File: config.mk
export PLATFORM = sky130hd
export DESIGN_NAME = dlte_out_reg
export DESIGN_NICKNAME = d
export VERILOG_FILES = /design/src/design/dlte_pkg.sv /design/src/design/dlte_out_reg.sv
export SDC_FILE = /design/constraint.sdc
export NUM_CORES = 1
export LEC_CHECK = 0
export ABC_AREA = 1
export CORE_ASPECT_RATIO = 0.5
export CORE_MARGIN = 3
export CORE_UTILIZATION = 29
export DETAILED_ROUTE_END_ITERATION = 10
export DONT_BUFFER_PORTS = 1
export GPL_TIMING_DRIVEN = 1
export PLACE_DENSITY_LB_ADDON = 0.3
export SLEW_MARGIN = 20
export SYNTH_ARGS = -nofsm -noshare
export SYNTH_HDL_FRONTEND = slang
export SYNTH_SLANG_ARGS = --single-unit
export TNS_END_PERCENT = 5
File: constraint.sdc
create_clock -name clk -period 1.4 [get_ports clk]
set_input_delay 0.14 -clock clk [delete_from_list [all_inputs] [get_ports clk]]
set_output_delay 0.14 -clock clk [all_outputs]
set_load 0.005 [all_outputs]
File: src/design/dlte_pkg.sv
// Dense layer training engine: shared package.
// Opcodes, state and loop types, output item struct, saturation helpers.
// No dependencies.
`default_nettype none

package dlte_pkg;

    localparam int IN_WIDTH_DEFAULT   = 16;
    localparam int OUT_WIDTH_DEFAULT  = 16;
    localparam int BATCH_ROWS_DEFAULT = 8;

    localparam int          ACC_W      = 40;
    localparam int          GRAD_W     = 32;
    localparam int          DATA_W     = 16;
    localparam int          IDX_W      = 6;
    localparam int          OPC_W      = 3;
    localparam logic [15:0] LR_RESET   = 16'd655;

    localparam logic [OPC_W-1:0] OP_LOAD_W = 3'd0;
    localparam logic [OPC_W-1:0] OP_LOAD_B = 3'd1;
    localparam logic [OPC_W-1:0] OP_FWD    = 3'd2;
    localparam logic [OPC_W-1:0] OP_GRAD   = 3'd3;
    localparam logic [OPC_W-1:0] OP_UPDATE = 3'd4;

    localparam logic KIND_FWD  = 1'b0;
    localparam logic KIND_GRAD = 1'b1;

    typedef enum logic [2:0] {
        ST_CLEAR,
        ST_IDLE,
        ST_DECODE,
        ST_GCLR,
        ST_LOOP,
        ST_DRAIN,
        ST_EMRD,
        ST_EMOUT
    } state_t;

    typedef enum logic [1:0] {
        LP_FWD,
        LP_GRD,
        LP_UPW,
        LP_UPB
    } loop_t;

    typedef struct packed {
        logic                     kind;
        logic [IDX_W-1:0]         out_row;
        logic [IDX_W-1:0]         out_index;
        logic signed [DATA_W-1:0] result;
        logic                     last;
    } out_item_t;

    function automatic logic signed [DATA_W-1:0] sat16(input logic signed [63:0] v);
        logic signed [DATA_W-1:0] r;
        if (v > 64'sd32767)
            r = 16'sh7fff;
        else if (v < -64'sd32768)
            r = 16'sh8000;
        else
            r = v[DATA_W-1:0];
        return r;
    endfunction

    function automatic logic signed [GRAD_W-1:0] sat32(input logic signed [63:0] v);
        logic signed [GRAD_W-1:0] r;
        if (v > 64'sd2147483647)
            r = 32'sh7fffffff;
        else if (v < -64'sd2147483648)
            r = 32'sh80000000;
        else
            r = v[GRAD_W-1:0];
        return r;
    endfunction

endpackage

`default_nettype wire

File: src/design/dlte_out_reg.sv
// Dense layer training engine: output request register.
// Depends on dlte_pkg (out_item_t).
`default_nettype none

module dlte_out_reg (
    input  wire logic               clk,
    input  wire logic               rst_n,
    input  wire logic               load,
    input  wire dlte_pkg::out_item_t item,
    output logic                    free,
    output logic                    out_valid,
    input  wire logic               out_stall,
    output dlte_pkg::out_item_t     out_item
);

    logic                valid_reg;
    dlte_pkg::out_item_t item_reg;

    assign free = !valid_reg || !out_stall;

    always_ff @(posedge clk or negedge rst_n)
    begin
        if (!rst_n)
        begin
            valid_reg <= 1'b0;
        end
        else if (load)
        begin
            valid_reg <= 1'b1;
        end
        else if (!out_stall)
        begin
            valid_reg <= 1'b0;
        end
    end

    always_ff @(posedge clk)
    begin
        if (load)
        begin
            item_reg <= item;
        end
    end

    assign out_valid = valid_reg;
    assign out_item  = item_reg;

endmodule

`default_nettype wire

==> impl_metrics.yaml <==
power:
  vdd_drop_max_mv: 0.584
  power.leakage_uw: 0.000495
  powerDensity_nw_per_um2: 1320
clock_tree:
  cts_resized: 0
  cts_root_buffer: "clkbuf_8"
  postCtsSetupRepairBufs: 0
  clockBufferDepth: 2
  clock_sinks: 31
  clock_latency_ns: 0.26
  cts_hold_buf: 32
  cts_made_buffers: 5
  h-tree-depth: 2
  cts_tree: "yes"
  path_clk_slew_ns: 0.06
hold_path:
  hold_class: "input pin to flop"
drt:
  wl_per_cell_um: 17.1
  totalWireLength_um: 1900
  drt_iter0_markers: 16
  drc_errors: 0
  via_per_inst: 4.18
  first_pass_iters: 2
  ant_nets: 0
  num_vias: 464
setup_path:
  critPathBufInv: 0
  worstPathArrival_ns: 0.77
  critPathLaunchType: "flop"
  crit_chain: "nand2_2"
  path_class: "flop to output pin"
  cpPeakStageDelay_ns: 0.41
  crit_fanout: 2
  critPathRequiredTime_ns: 1.26
  critPathCaptureType: "output pin"
  cp_top_family: "flip-flops"
  crit_slowest_cell: "dfrtp_1"
timing:
  setup_viol: 0
  finalCritPeriodShare_pct: 65.0
  max_freq_mhz: 1100
  hold_violations: 0
  hold_ws_ns: 0.0185
  tightest_slew_ns: 0.162
  tns_ns: 0
  relSlewSlack_pct: 89.2
  finalCriticalPeriod_ns: 0.911
  drv_slew: 0
  fin_skew_ns: 0
  grt_setup_unrepaired: "false"
place:
  place_congestion: 0.612
  port_buffers: 0
synth:
  synth_area_leaders: "edfxtp_1 96%, dfrtp_1 2.7%, nand2_2 1.3%"
  synthFlopType: "edfxtp_1"
  synthTopCellsByCount: "30 x edfxtp_1, 2 x nand2_2, 1 x dfrtp_1, 1 x inv_1"
  synth_largest_area_cell: "edfxtp_1"
  netlist_instances: 34
  synth-seq-cells: 31
  synth.top_cell.area_share_pct: 95.6
  synthArstFlopShare_pct: 3.23
  avgSynthCellArea_um2: 27.7
  synth_area_um2: 942
  synth.distinct_cells: 4
  ys_seq_area_share_pct: 98.3
  yosys_warnings: 0
  synth_nets: 68
  synth_edf_count: 30
  synth.most_common_cell: "edfxtp_1"
floorplanning:
  die-width_um: 86.6
  start_util_pct: 33.3
  fp-row-count: 13
  die_area_um2: 4010
  ios: 66
  fp.dieH_um: 46.3
  fp.coreArea_um2: 2830
global_route:
  grt_max_degree: 32
  grtUsageTotal_pct: 9.15
  grt_overflow: 0
  grt_pass1_vias: 484
  antenna_found_initial: 0
  grt_pass1_wl_um: 2560
job:
  drv_cap: 0
layout:
  antennaDiodeCount: 0
  drive_above_1_share_pct: 10.8
  syn_to_final_growth_pct: 48.5
  fin_nets: 107
run_status:
  status: "finished clean"
==> power by group <==
part	switching, µW	leakage (µW)	internal [µW]	total [µW]
sequential	40.3	0.000304	1100	1140
combinational	31.0	0.000150	64.9	95.9
clock	269	0.0000403	337	607
==> stage by stage <==
| step | setup slack [ns] | util (%) | instances | total power (µW) | instance area, µm² |
|---|---|---|---|---|---|
| CTS | 0.492 | 49.4 | 111 | 1870 | 1400 |
| floorplan | 0.790 | - | 34 | 1150 | 942 |
| finish | 0.489 | 49.4 | 111 | 1840 | 1400 |
| global route | 0.469 | 49.4 | 111 | 1930 | 1400 |
| global placement | 0.764 | 34.9 | 71 | 1170 | 988 |
| detailed placement | 0.757 | 34.9 | 71 | 1170 | 988 |
==> sequential cells by signal (all words and copies together), names as in the netlist <==
register / cells
out_valid: 1
out_item: 30
==> per-layer routing <==
layer  share of wire, %  vias to the layer above  track usage, %  wire [µm]
li1                   -                      208               -          -
met1                 32                      241            7.11        613
met2                 61                       15            18.7       1160
met3                6.5                        0            5.54        124
met4                  0                        0            3.73          0
met5                  0                        -               0          0
==> layout make-up <==
type                       count  area [µm²]
clock inverter                 2        7.51
inverter                       1        3.75
clock buffer                   6        72.6
fill                         234        1430
tap                           37        46.3
timing repair buffer          32         330
sequential                    31         926
multi-input combinational      2        12.5
==> final timing paths <==
check / startpoint / endpoint / slack, ns / depth (start not counted)
worst min register to register: out_valid / out_valid / 0.57 / 2
max in group asynchronous: rst_n / out_valid / 1.18 / 1
min in group asynchronous: rst_n / out_valid / 0.10 / 1
worst max-delay path: out_valid / free / 0.49 / 1
worst min-delay path: out_stall / out_valid / 0.02 / 2
worst max register to register: out_valid / out_valid / 0.74 / 2
==> layout by cell type, fill, tap and decap left out <==
master         netlist  final
nand2_2              2      2
edfxtp_1            30     30
clkbuf_8             0      5
clkinv_1             0      2
buf_12               0      1
dfrtp_1              1      1
dlygate4sd3_1        0     31
clkbuf_1             0      1
inv_1                1      1
==> kinds of logic (layout without fill, tap and decap cells) <==
logic type,Yosys count,in the layout,synth area share [%]
buffers and inverters,1,41,0.398
flip-flops,31,31,98.3
AND/OR/NAND/NOR,2,2,1.33
Power figures use the tool's default switching activity.
