$ cat src/design/dlte_ram.sv
// Dense layer training engine: generic single-port-write RAM, registered read.
// No dependencies.
`default_nettype none

module dlte_ram #(
    parameter int WIDTH = 16,
    parameter int DEPTH = 16,
    localparam int AW = (DEPTH > 1) ? $clog2(DEPTH) : 1
) (
    input  wire logic             clk,
    input  wire logic             we,
    input  wire logic [AW-1:0]    waddr,
    input  wire logic [WIDTH-1:0] wdata,
    input  wire logic [AW-1:0]    raddr,
    output logic      [WIDTH-1:0] rdata
);

    logic [WIDTH-1:0] mem_reg [DEPTH];
    logic [WIDTH-1:0] rdata_reg;

    always_ff @(posedge clk)
    begin
        if (we)
        begin
            mem_reg[waddr] <= wdata;
        end
        rdata_reg <= mem_reg[raddr];
    end

    assign rdata = rdata_reg;

endmodule

`default_nettype wire

$ cat config.mk
export PLATFORM = sky130hd
export DESIGN_NAME = dlte_ram
export DESIGN_NICKNAME = d
export VERILOG_FILES = /design/src/design/dlte_ram.sv
export SDC_FILE = /design/constraint.sdc
export NUM_CORES = 1
export LEC_CHECK = 0
export BUFFER_PORTS_ARGS = -buffer_cell sky130_fd_sc_hd__buf_2
export CELL_PAD_IN_SITES_DETAIL_PLACEMENT = 0
export CELL_PAD_IN_SITES_GLOBAL_PLACEMENT = 1
export CORE_ASPECT_RATIO = 0.6
export CORE_MARGIN = 4
export CORE_UTILIZATION = 54
export DETAILED_ROUTE_END_ITERATION = 8
export HOLD_SLACK_MARGIN = 0.12
export PLACE_DENSITY_LB_ADDON = 0.1
export SETUP_SLACK_MARGIN = 0.1
export SLEW_MARGIN = 20
export SYNTH_ARGS = -nofsm -noshare
export SYNTH_HDL_FRONTEND = slang
export SYNTH_SLANG_ARGS = --single-unit
export TNS_END_PERCENT = 10
$ cat constraint.sdc
create_clock -name clk -period 3.68 [get_ports clk]
set_input_delay 0.736 -clock clk [delete_from_list [all_inputs] [get_ports clk]]
set_output_delay 0.736 -clock clk [all_outputs]
set_load 0.02 [all_outputs]
==> summary.md, run 1 <==
| Metric | Value |
|---|---|
| Run status | `complete, no violations` |
| Die Span X | `184 um` |
| Final HPWL from detailed placement | `11500 um` |
| Core area | `18200 um2` |
| Arrival @ worst endpoint | `2470 ps` |
| Syn-to-layout area delta | `15.1%` |
| Primary FF master, synth | `edfxtp_1` |
| Leakage power | `3.80 nW` |
| Port bufs | `41` |
| Asr flop ratio synth | `0%` |
| Area fraction of the dominant cell type after synthesis | `76.5%` |
| Post-Syn Area per Cell | `23.2 um2` |
| Setup CP Type | `input pin to flop` |
| Hold_ws | `597 ps` |
| Multiplexer share of the synthesized area | `14.7%` |
| Area of the die | `20900 um2` |
| Max_cap viols | `0` |
| Post-synthesis cell area | `10000 um2` |
| Finished Cell Area | `11600 um2` |
| Pwr Total | `6.48 mW` |
| H-tree levels | `1` |
| Crit share post-route | `56.4%` |
| GR Overflow Total | `0` |
| Ys Warns | `0` |
| Worst Skew | `7.85 ps` |
| Main combinational cell family by area after synthesis | `multiplexers` |
| CTS clk-pin slew, worst paths | `60 ps` |
| Antenna violations before repair | `1` |
| Detailed Route WL | `20300 um` |
| Largest net degree at the start of global routing | `65` |
| GRT Total Usage | `20.3%` |
| Nets | `529` |
| Synth Area in Simple Gates | `1.92%` |
| Ports | `42` |
| Die height | `114 um` |
| Seq/Total Area, Yosys | `79.7%` |
| Fin. Hold Viols | `0` |
| Most common cell in the netlist | `edfxtp_1` |
| Starting Density | `55.3%` |
| EDFF count, synth | `256` |
| Worst Setup End Kind | `flop` |
| Footprint of the multi-input gates | `1960 um2` |
| Final TNS setup | `0 ps` |
| CTS tree | `done` |
| Final setup margin | `1600 ps` |
| CP Launch Type | `input pin` |
| RSZ-0062 raised after global routing | `no` |
| Root buf cell | `clkbuf_16` |
| Drt drc | `0` |
| Pins over their slew limit | `0` |
| Placed inst area | `10700 um2` |
| Wire per inst | `26.6 um` |
| Layout cells sized above 1 | `33.2%` |
| Via count | `4622` |
| Synth Net Count | `458` |
| Vias in the first global route | `4877` |
| CTS Hold Buffers Added | `0` |
| Largest register FFs | `256` |
| Cells taking the most area after synthesis | `edfxtp_1, mux4_2, dfxtp_1` |
| Yosys reg bits | `272` |
| Synth Area in XOR/XNOR | `0%` |
| Synth Area in Adders | `0%` |
| Worst Hold Class | `input pin to flop` |
| # fillers | `1242` |
| First-pass GRT wire length | `31100 um` |
| N_diodes | `0` |
| Clk sinks | `272` |
| Worst Path Required | `4070 ps` |
| Fin crit period | `2080 ps` |
| Postcts setup bufs | `0` |
| Pwr Density | `560 nW/um2` |
| Worst relative slew slack | `28.7%` |
| Clock Latency Late Sink | `510 ps` |
| Vias per cell | `6.07` |
| Compound-Gate Fraction of Synth Area | `2.39%` |
| Resize count post-CTS | `0` |
| DRT iter0 DRCs | `595` |
| Crit path max fanout | `29` |
| First-pass detailed-route iteration total | `5` |
| Netlist cell types | `19` |
| # setup viols final | `0` |
| Post-DRT Antenna Nets | `0` |
| Routability Congestion | `0.700` |
| Clk buf depth | `3` |
| Max VDD drop | `0.000343 V` |
| Worst-Margin Slew | `1070 ps` |
| Rows | `38` |
| Post-Place Setup Slack | `1030 ps` |
| Reg area | `8010 um2` |
| TritonCTS buffer count | `25` |
| Yosys top cell by area | `edfxtp_1` |
| Post-synth top cells | `edfxtp_1, mux4_2, a22oi_1, nand2_1, dfxtp_1` |
| FMAX | `481 MHz` |
| Cell count after synthesis | `432` |
where the power goes:
part	total [mW]	switching [mW]	internal, mW
clock	2.67	1.04	1.63
combinational	0.329	0.199	0.130
sequential	3.48	0.0176	3.46
total	6.48	1.25	5.22
cell usage in the layout, fill, tap and decap left out, types with 3 or more instances in the layout:
cell,netlist,routed
edfxtp_1,256,256
bufinv_16,0,4
nor2_2,0,12
clkbuf_16,0,25
nor3_2,0,4
buf_2,3,40
nand2_1,17,17
a22oi_1,32,32
buf_4,3,22
mux4_2,54,54
clkbuf_8,0,5
dfxtp_1,16,16
clkbuf_1,8,6
mux4_1,10,10
buf_12,0,3
worst max-delay path: stages:
cell and delay [ps]:
buf_4 460, buf_4 380, mux4_1 580, a22oi_1 210
nand2_1 70
stage by stage:
step | util (%) | cells
3_5_place_dp | 58.9 | 716
3_3_place_gp | 58.9 | 716
5_1_grt | 63.6 | 761
6_report | 63.6 | 761
2_1_floorplan | - | 432
4_1_cts | 63.6 | 761
area by class of cell:
type                       instances  share of cell area, %
tap                              240                   2.60
multi-input combinational        139                   17.0
sequential                       272                   69.3
timing repair buffer              65                   3.68
clock buffer                      36                   6.20
clock inverter                     9                   1.27
path summary, 6_finish.rpt:
path / slack (ps) / start / cells past startpoint / to
setup reg to reg: 2330 / mem_reg[10][4]$_DFFE_PP_ / 3 / rdata[4]$_DFF_P_
setup / recovery: 1600 / raddr[0] / 5 / rdata[11]$_DFF_P_
hold / removal: 600 / wdata[1] / 1 / mem_reg[14][1]$_DFFE_PP_
hold reg to reg: 670 / mem_reg[15][13]$_DFFE_PP_ / 3 / rdata[13]$_DFF_P_
per-layer routing:
layer  GRT usage [%]  part of all wire [%]  up-vias
li1                -                     -     1984
met1            32.1                    46     2452
met2            30.7                    45      156
met3            4.11                   6.8       28
met4            3.30                   1.5        2
met5               0                 0.054        -
cell families (layout without fill, tap and decap cells):
group	count (synthesis)	count (layout)
DFF	272	272
muxes	64	64
and+or+nand+nor	43	43
AOI/OAI and AO/OA	32	32
buffers and inverters	21	110
(Power assumes the default switching activity.)
==> run 2, diff against run 1 <==
Clock period 3.68 ns to 2.2 ns, I/O delays scaled along.
==> summary.md, run 2 (synthesis results as in run 1) <==
| Metric | Value |
|---|---|
| Most frequent cells in the layout | `edfxtp_1, mux4_2, buf_2 (unchanged)` |
| Area of the die | `20900 um2 (unchanged)` |
| Crit path max-delay family | `flip-flops (was buffers and inverters)` |
| Delay of the slowest critical-path stage | `420 ps (was 580 ps)` |
| Leakage power | `3.80 nW (about the same)` |
| Pins over their slew limit | `0 (unchanged)` |
| Core area | `18200 um2 (unchanged)` |
| Worst relative slew slack | `31.8% (was 28.7%)` |
| Pwr Total | `10.4 mW (was 6.48 mW)` |
| Placed insts | `719 (was 716)` |
| Wire per inst | `27.8 um (was 26.6 um)` |
| N_diodes | `0 (unchanged)` |
| Port bufs | `41 (unchanged)` |
| # fillers | `1216 (was 1242)` |
| Max VDD drop | `0.000720 V (was 0.000343 V)` |
| Postcts setup bufs | `0 (unchanged)` |
| Worst Skew | `12.1 ps (was 7.85 ps)` |
| Syn-to-layout area delta | `16.0% (was 15.1%)` |
| Footprint of the multi-input gates | `1970 um2 (was 1960 um2)` |
| FMAX | `629 MHz` |
| Fin. Hold Viols | `0 (unchanged)` |
| CTS clk-pin slew, worst paths | `60 ps (about the same)` |
| Reg area | `8010 um2 (unchanged)` |
| Ports | `42 (unchanged)` |
| Worst-Margin Slew | `1020 ps (was 1070 ps)` |
| Pwr Density | `892 nW/um2 (was 560 nW/um2)` |
| # setup viols final | `0 (unchanged)` |
| Layout cells sized above 1 | `33.0% (was 33.2%)` |
| WP buf/inv | `1 (was 2)` |
| Worst-path cell chain | `buf_2 (was buf_4, buf_4, mux4_1, a22oi_1, nand2_1)` |
| Antenna violations before repair | `0 (was 1)` |
| Worst Setup End Kind | `output pin (was flop)` |
| Vias in the first global route | `4816 (was 4877)` |
| GR Overflow Total | `0 (unchanged)` |
| Fin crit period | `1590 ps` |
| Routability Congestion | `0.738 (was 0.700)` |
| Max_cap viols | `0 (unchanged)` |
| GRT Total Usage | `21.1% (was 20.3%)` |
| Post-DRT Antenna Nets | `0 (unchanged)` |
| Worst Path Required | `1760 ps (was 4070 ps)` |
| First-pass GRT wire length | `31800 um (was 31100 um)` |
| RSZ-0062 raised after global routing | `no (unchanged)` |
| Final TNS setup | `0 ps (unchanged)` |
| Arrival @ worst endpoint | `1150 ps (was 2470 ps)` |
| Clk buf depth | `3 (unchanged)` |
| H-tree levels | `1 (unchanged)` |
| CTS Hold Buffers Added | `0 (unchanged)` |
| DRT iter0 DRCs | `445 (was 595)` |
| Starting Density | `55.3% (unchanged)` |
| Die height | `114 um (unchanged)` |
| Nets | `532 (was 529)` |
| Rows | `38 (unchanged)` |
| Layout Cells excl Fill | `764 (was 761)` |
| Largest net degree at the start of global routing | `34 (was 65)` |
| Leading cell type in the layout, fill and taps excluded | `edfxtp_1 (unchanged)` |
| Worst Hold Class | `input pin to flop (unchanged)` |
| Crit share post-route | `72.3%` |
| Crit path max fanout | `1 (was 29)` |
| CP Launch Type | `flop (was input pin)` |
| Drt drc | `0 (unchanged)` |
| CTS tree | `done (unchanged)` |
| TritonCTS buffer count | `25 (unchanged)` |
| Clk sinks | `272 (unchanged)` |
| Die Span X | `184 um (unchanged)` |
| Via count | `4590 (was 4622)` |
| Finished Cell Area | `11600 um2 (about the same)` |
| Detailed Route WL | `21300 um (was 20300 um)` |
| Hold_ws | `297 ps (was 597 ps)` |
| Placed inst area | `10900 um2 (was 10700 um2)` |
| Vias per cell | `6.01 (was 6.07)` |
| Clock Latency Late Sink | `520 ps (was 510 ps)` |
| Largest register FFs | `256 (unchanged)` |
| Root buf cell | `clkbuf_16 (unchanged)` |
| Run status | `complete, no violations (unchanged)` |
| Resize count post-CTS | `0 (unchanged)` |
| Final HPWL from detailed placement | `11400 um (was 11500 um)` |
| Setup CP Type | `flop to output pin (was input pin to flop)` |
| First-pass detailed-route iteration total | `4 (was 5)` |
| Crit path max-delay cell type | `dfxtp_1 (was mux4_1)` |
-- run 2: worst paths after layout --
| path | cells after the start | slack [ps] | endpoint | startpoint |
|---|---|---|---|---|
| worst max-delay path | 1 | 610 | rdata[6] | rdata[6]$_DFF_P_ |
| worst min-delay path | 1 | 300 | mem_reg[3][0]$_DFFE_PP_ | wdata[0] |
| worst max register to register | 3 | 870 | rdata[4]$_DFF_P_ | mem_reg[1][4]$_DFFE_PP_ |
| worst min register to register | 3 | 680 | rdata[15]$_DFF_P_ | mem_reg[6][15]$_DFFE_PP_ |
-- run 2: cell type report --
cell class,instances,share of cell area [%]
Timing Repair Buffer,68,5.24
Multi-Input combinational cell,139,16.9
Tap cell,240,2.58
Sequential cell,272,68.8
Clock inverter,9,0.462
Clock buffer,36,6.07
-- run 2: through the flow --
stage	utilization, %	worst slack, ps
after global placement	59.9	226
after floorplan	-	5.41
after global routing	64.1	595
after CTS	64.1	621
after detailed placement	59.9	229
final	64.1	609
-- run 2: routing by layer --
metal	wire, um	track usage [%]	up-vias
li1	-	-	1991
met1	9210	34.5	2374
met2	9310	30.9	199
met3	2470	3.73	26
met4	256	3.94	0
met5	0	0	-
-- run 2: report_power, final --
part / internal [mW] / switching (mW)
registers: 5.79 / 0.0335
clock network: 2.23 / 1.76
logic: 0.234 / 0.338
==> run 3, diff against run 2 <==
Settings changed: ABC_AREA from default to 1, CORE_UTILIZATION 54 to 49.
Clock period 2.2 ns to 1.6 ns, I/O delays scaled along.
==> summary.md, run 3 <==
| Metric | Value |
|---|---|
| Layout cells sized above 1 | `11.5% (was 33.0%)` |
| Seq/Total Area, Yosys | `70.4% (was 79.7%)` |
| First-pass GRT wire length | `41700 um (was 31800 um)` |
| Netlist cell types | `13 (was 19)` |
| Syn-to-layout area delta | `15.5% (was 16.0%)` |
| GRT Total Usage | `21.1% (about the same)` |
| Max_cap viols | `0 (unchanged)` |
| Finished Cell Area | `13100 um2 (was 11600 um2)` |
| FMAX | `704 MHz` |
| Worst-Margin Slew | `378 ps (was 1020 ps)` |
| Yosys top cell by area | `edfxtp_1 (unchanged)` |
| Crit share post-route | `88.8%` |
| First-pass detailed-route iteration total | `5 (was 4)` |
| Detailed Route WL | `27000 um (was 21300 um)` |
| Ports | `42 (unchanged)` |
| Crit path max-delay family | `flip-flops (unchanged)` |
| Root buf cell | `clkbuf_16 (unchanged)` |
| Worst Setup End Kind | `output pin (unchanged)` |
| Via count | `7256 (was 4590)` |
| Pins over their slew limit | `0 (unchanged)` |
| Pwr Density | `1140 nW/um2 (was 892 nW/um2)` |
| Cell count after synthesis | `1074 (was 432)` |
| Area of the die | `25800 um2 (was 20900 um2)` |
| Post-synthesis cell area | `11400 um2 (was 10000 um2)` |
| Clock Latency Late Sink | `520 ps (about the same)` |
| CTS clk-pin slew, worst paths | `60 ps (about the same)` |
| Largest register FFs | `256 (unchanged)` |
| Main combinational cell family by area after synthesis | `simple AND/OR/NAND/NOR gates (was multiplexers)` |
| Wire per inst | `18.5 um (was 27.8 um)` |
| Cells taking the most area after synthesis | `edfxtp_1, nand2_1, nand3_1 (was edfxtp_1, mux4_2, dfxtp_1)` |
| Fin crit period | `1420 ps` |
| DRT iter0 DRCs | `629 (was 445)` |
| Worst Path Required | `1280 ps (was 1760 ps)` |
| CTS tree | `done (unchanged)` |
| Layout Utilization | `58.6% (was 64.1%)` |
| Post-Syn Area per Cell | `10.6 um2 (was 23.2 um2)` |
| Primary FF master, synth | `edfxtp_1 (unchanged)` |
| Worst relative slew slack | `74.8% (was 31.8%)` |
| Compound-Gate Fraction of Synth Area | `0% (was 2.39%)` |
| Leakage power | `5.61 nW (was 3.80 nW)` |
| RSZ-0062 raised after global routing | `no (unchanged)` |
| Worst Hold Class | `input pin to flop (unchanged)` |
| # setup viols final | `0 (unchanged)` |
| Die height | `126 um (was 114 um)` |
| Die Span X | `205 um (was 184 um)` |
| Crit path max fanout | `1 (unchanged)` |
| Worst-path cell chain | `buf_2 (unchanged)` |
| Starting Density | `50.7% (was 55.3%)` |
| Multiplexer share of the synthesized area | `0% (was 14.7%)` |
| Routability Congestion | `0.788 (was 0.738)` |
| Leading cell type in the layout, fill and taps excluded | `nand2_1 (was edfxtp_1)` |
| TritonCTS buffer count | `26 (was 25)` |
| Largest net degree at the start of global routing | `55 (was 34)` |
| Placed inst area | `12300 um2 (was 10900 um2)` |
| EDFF count, synth | `256 (unchanged)` |
| Fin. Hold Viols | `0 (unchanged)` |
| Synth Area in Simple Gates | `20.4% (was 1.92%)` |
| Ys Warns | `0 (unchanged)` |
| Clk buf depth | `3 (unchanged)` |
| Most frequent cells in the layout | `nand2_1, edfxtp_1, inv_1 (was edfxtp_1, mux4_2, buf_2)` |
| Yosys reg bits | `272 (unchanged)` |
| Vias per cell | `4.97 (was 6.01)` |
| Arrival @ worst endpoint | `1100 ps (was 1150 ps)` |
| CP Launch Type | `flop (unchanged)` |
| Final HPWL from detailed placement | `15500 um (was 11400 um)` |
| Setup CP Type | `flop to output pin (unchanged)` |
| GR Overflow Total | `0 (unchanged)` |
| WP buf/inv | `1 (unchanged)` |
| Placed insts | `1411 (was 719)` |
| # fillers | `1907 (was 1216)` |
| Crit path max-delay cell type | `dfxtp_1 (unchanged)` |
| Post-synth top cells | `nand2_1, edfxtp_1, inv_1, nand3_1, buf_2 (was edfxtp_1, mux4_2, a22oi_1, nand2_1, dfxtp_1)` |
| Port bufs | `41 (unchanged)` |
| Worst Skew | `9.27 ps (was 12.1 ps)` |
| Synth Area in XOR/XNOR | `0% (unchanged)` |
| Delay of the slowest critical-path stage | `380 ps (was 420 ps)` |
| Layout Cells excl Fill | `1459 (was 764)` |
| Post-DRT Antenna Nets | `0 (unchanged)` |
| CTS Hold Buffers Added | `0 (unchanged)` |
| Max VDD drop | `0.000757 V (was 0.000720 V)` |
| Run status | `complete, no violations (unchanged)` |
| Nets | `1157 (was 532)` |
| Asr flop ratio synth | `0% (unchanged)` |
| Vias in the first global route | `6803 (was 4816)` |
| Synth Net Count | `1100 (was 458)` |
| Rows | `42 (was 38)` |
| Synth Area in Adders | `0% (unchanged)` |
| Clk sinks | `272 (unchanged)` |
| N_diodes | `0 (unchanged)` |
| Antenna violations before repair | `0 (unchanged)` |
| H-tree levels | `1 (unchanged)` |
| Area fraction of the dominant cell type after synthesis | `67.5% (was 76.5%)` |
| Drt drc | `0 (unchanged)` |
| Most common cell in the netlist | `nand2_1 (was edfxtp_1)` |
| Core area | `22400 um2 (was 18200 um2)` |
-- run 3: repair_timing --
| action | in CTS | in global routing |
|---|---|---|
| setup buffers | 0 | 0 |
| resized for setup | 0 | 1 |
| setup endpoints to repair | 0 | 1 |
-- run 3: metrics by stage --
| stage | hold WS [ps] | setup TNS, ps | power (mW) | setup slack [ps] |
|---|---|---|---|---|
| floorplan | 419 | -2510 | 8.75 | -19.6 |
| global placement | 638 | 0 | 9.23 | 144 |
| detailed placement | 637 | 0 | 9.23 | 129 |
| CTS | 169 | 0 | 15.2 | 119 |
| global route | 181 | 0 | 15.6 | 148 |
| finish | 177 | 0 | 15.0 | 180 |
-- run 3: cell type report --
type / instances / area, um2 / share of cell area, %
Multi-Input combinational cell: 553 / 2360 / 18.0
Tap cell: 308 / 385 / 2.93
Timing Repair Buffer: 80 / 813 / 6.19
Sequential cell: 272 / 8010 / 61.0
Clock inverter: 4 / 42.5 / 0.324
Clock buffer: 44 / 779 / 5.93
Inverter: 198 / 746 / 5.68
-- run 3: layer usage --
| metal | up-vias | wire, um | GRT usage [%] |
|---|---|---|---|
| met2 | 228 | 11200 | 29.7 |
| met1 | 3416 | 13600 | 35.1 |
| li1 | 3574 | - | - |
| met5 | - | 0 | 0 |
| met4 | 0 | 451 | 4.25 |
| met3 | 38 | 1770 | 2.77 |
-- run 3: kinds of logic (layout without fill, tap and decap cells) --
logic type             Yosys count  count (layout)
and+or+nand+nor                553             553
buffers and inverters          249             326
DFF                            272             272
-- run 3: report_power, final --
group	leakage (nW)	switching, mW	total (mW)	internal (mW)
Sequential	2.45	0.0546	8.02	7.96
Combinational	2.77	0.723	1.05	0.327
Clock	0.398	2.51	5.97	3.46
-- run 3: path summary, 6_finish.rpt --
check / from / endpoint / cells after the start / slack (ps)
setup / recovery: rdata[12]$_DFF_P_ / rdata[12] / 1 / 180
hold / removal: wdata[11] / mem_reg[9][11]$_DFFE_PP_ / 1 / 180
setup reg to reg: mem_reg[3][2]$_DFFE_PP_ / rdata[2]$_DFF_P_ / 6 / 550
hold reg to reg: mem_reg[10][2]$_DFFE_PP_ / rdata[2]$_DFF_P_ / 6 / 650
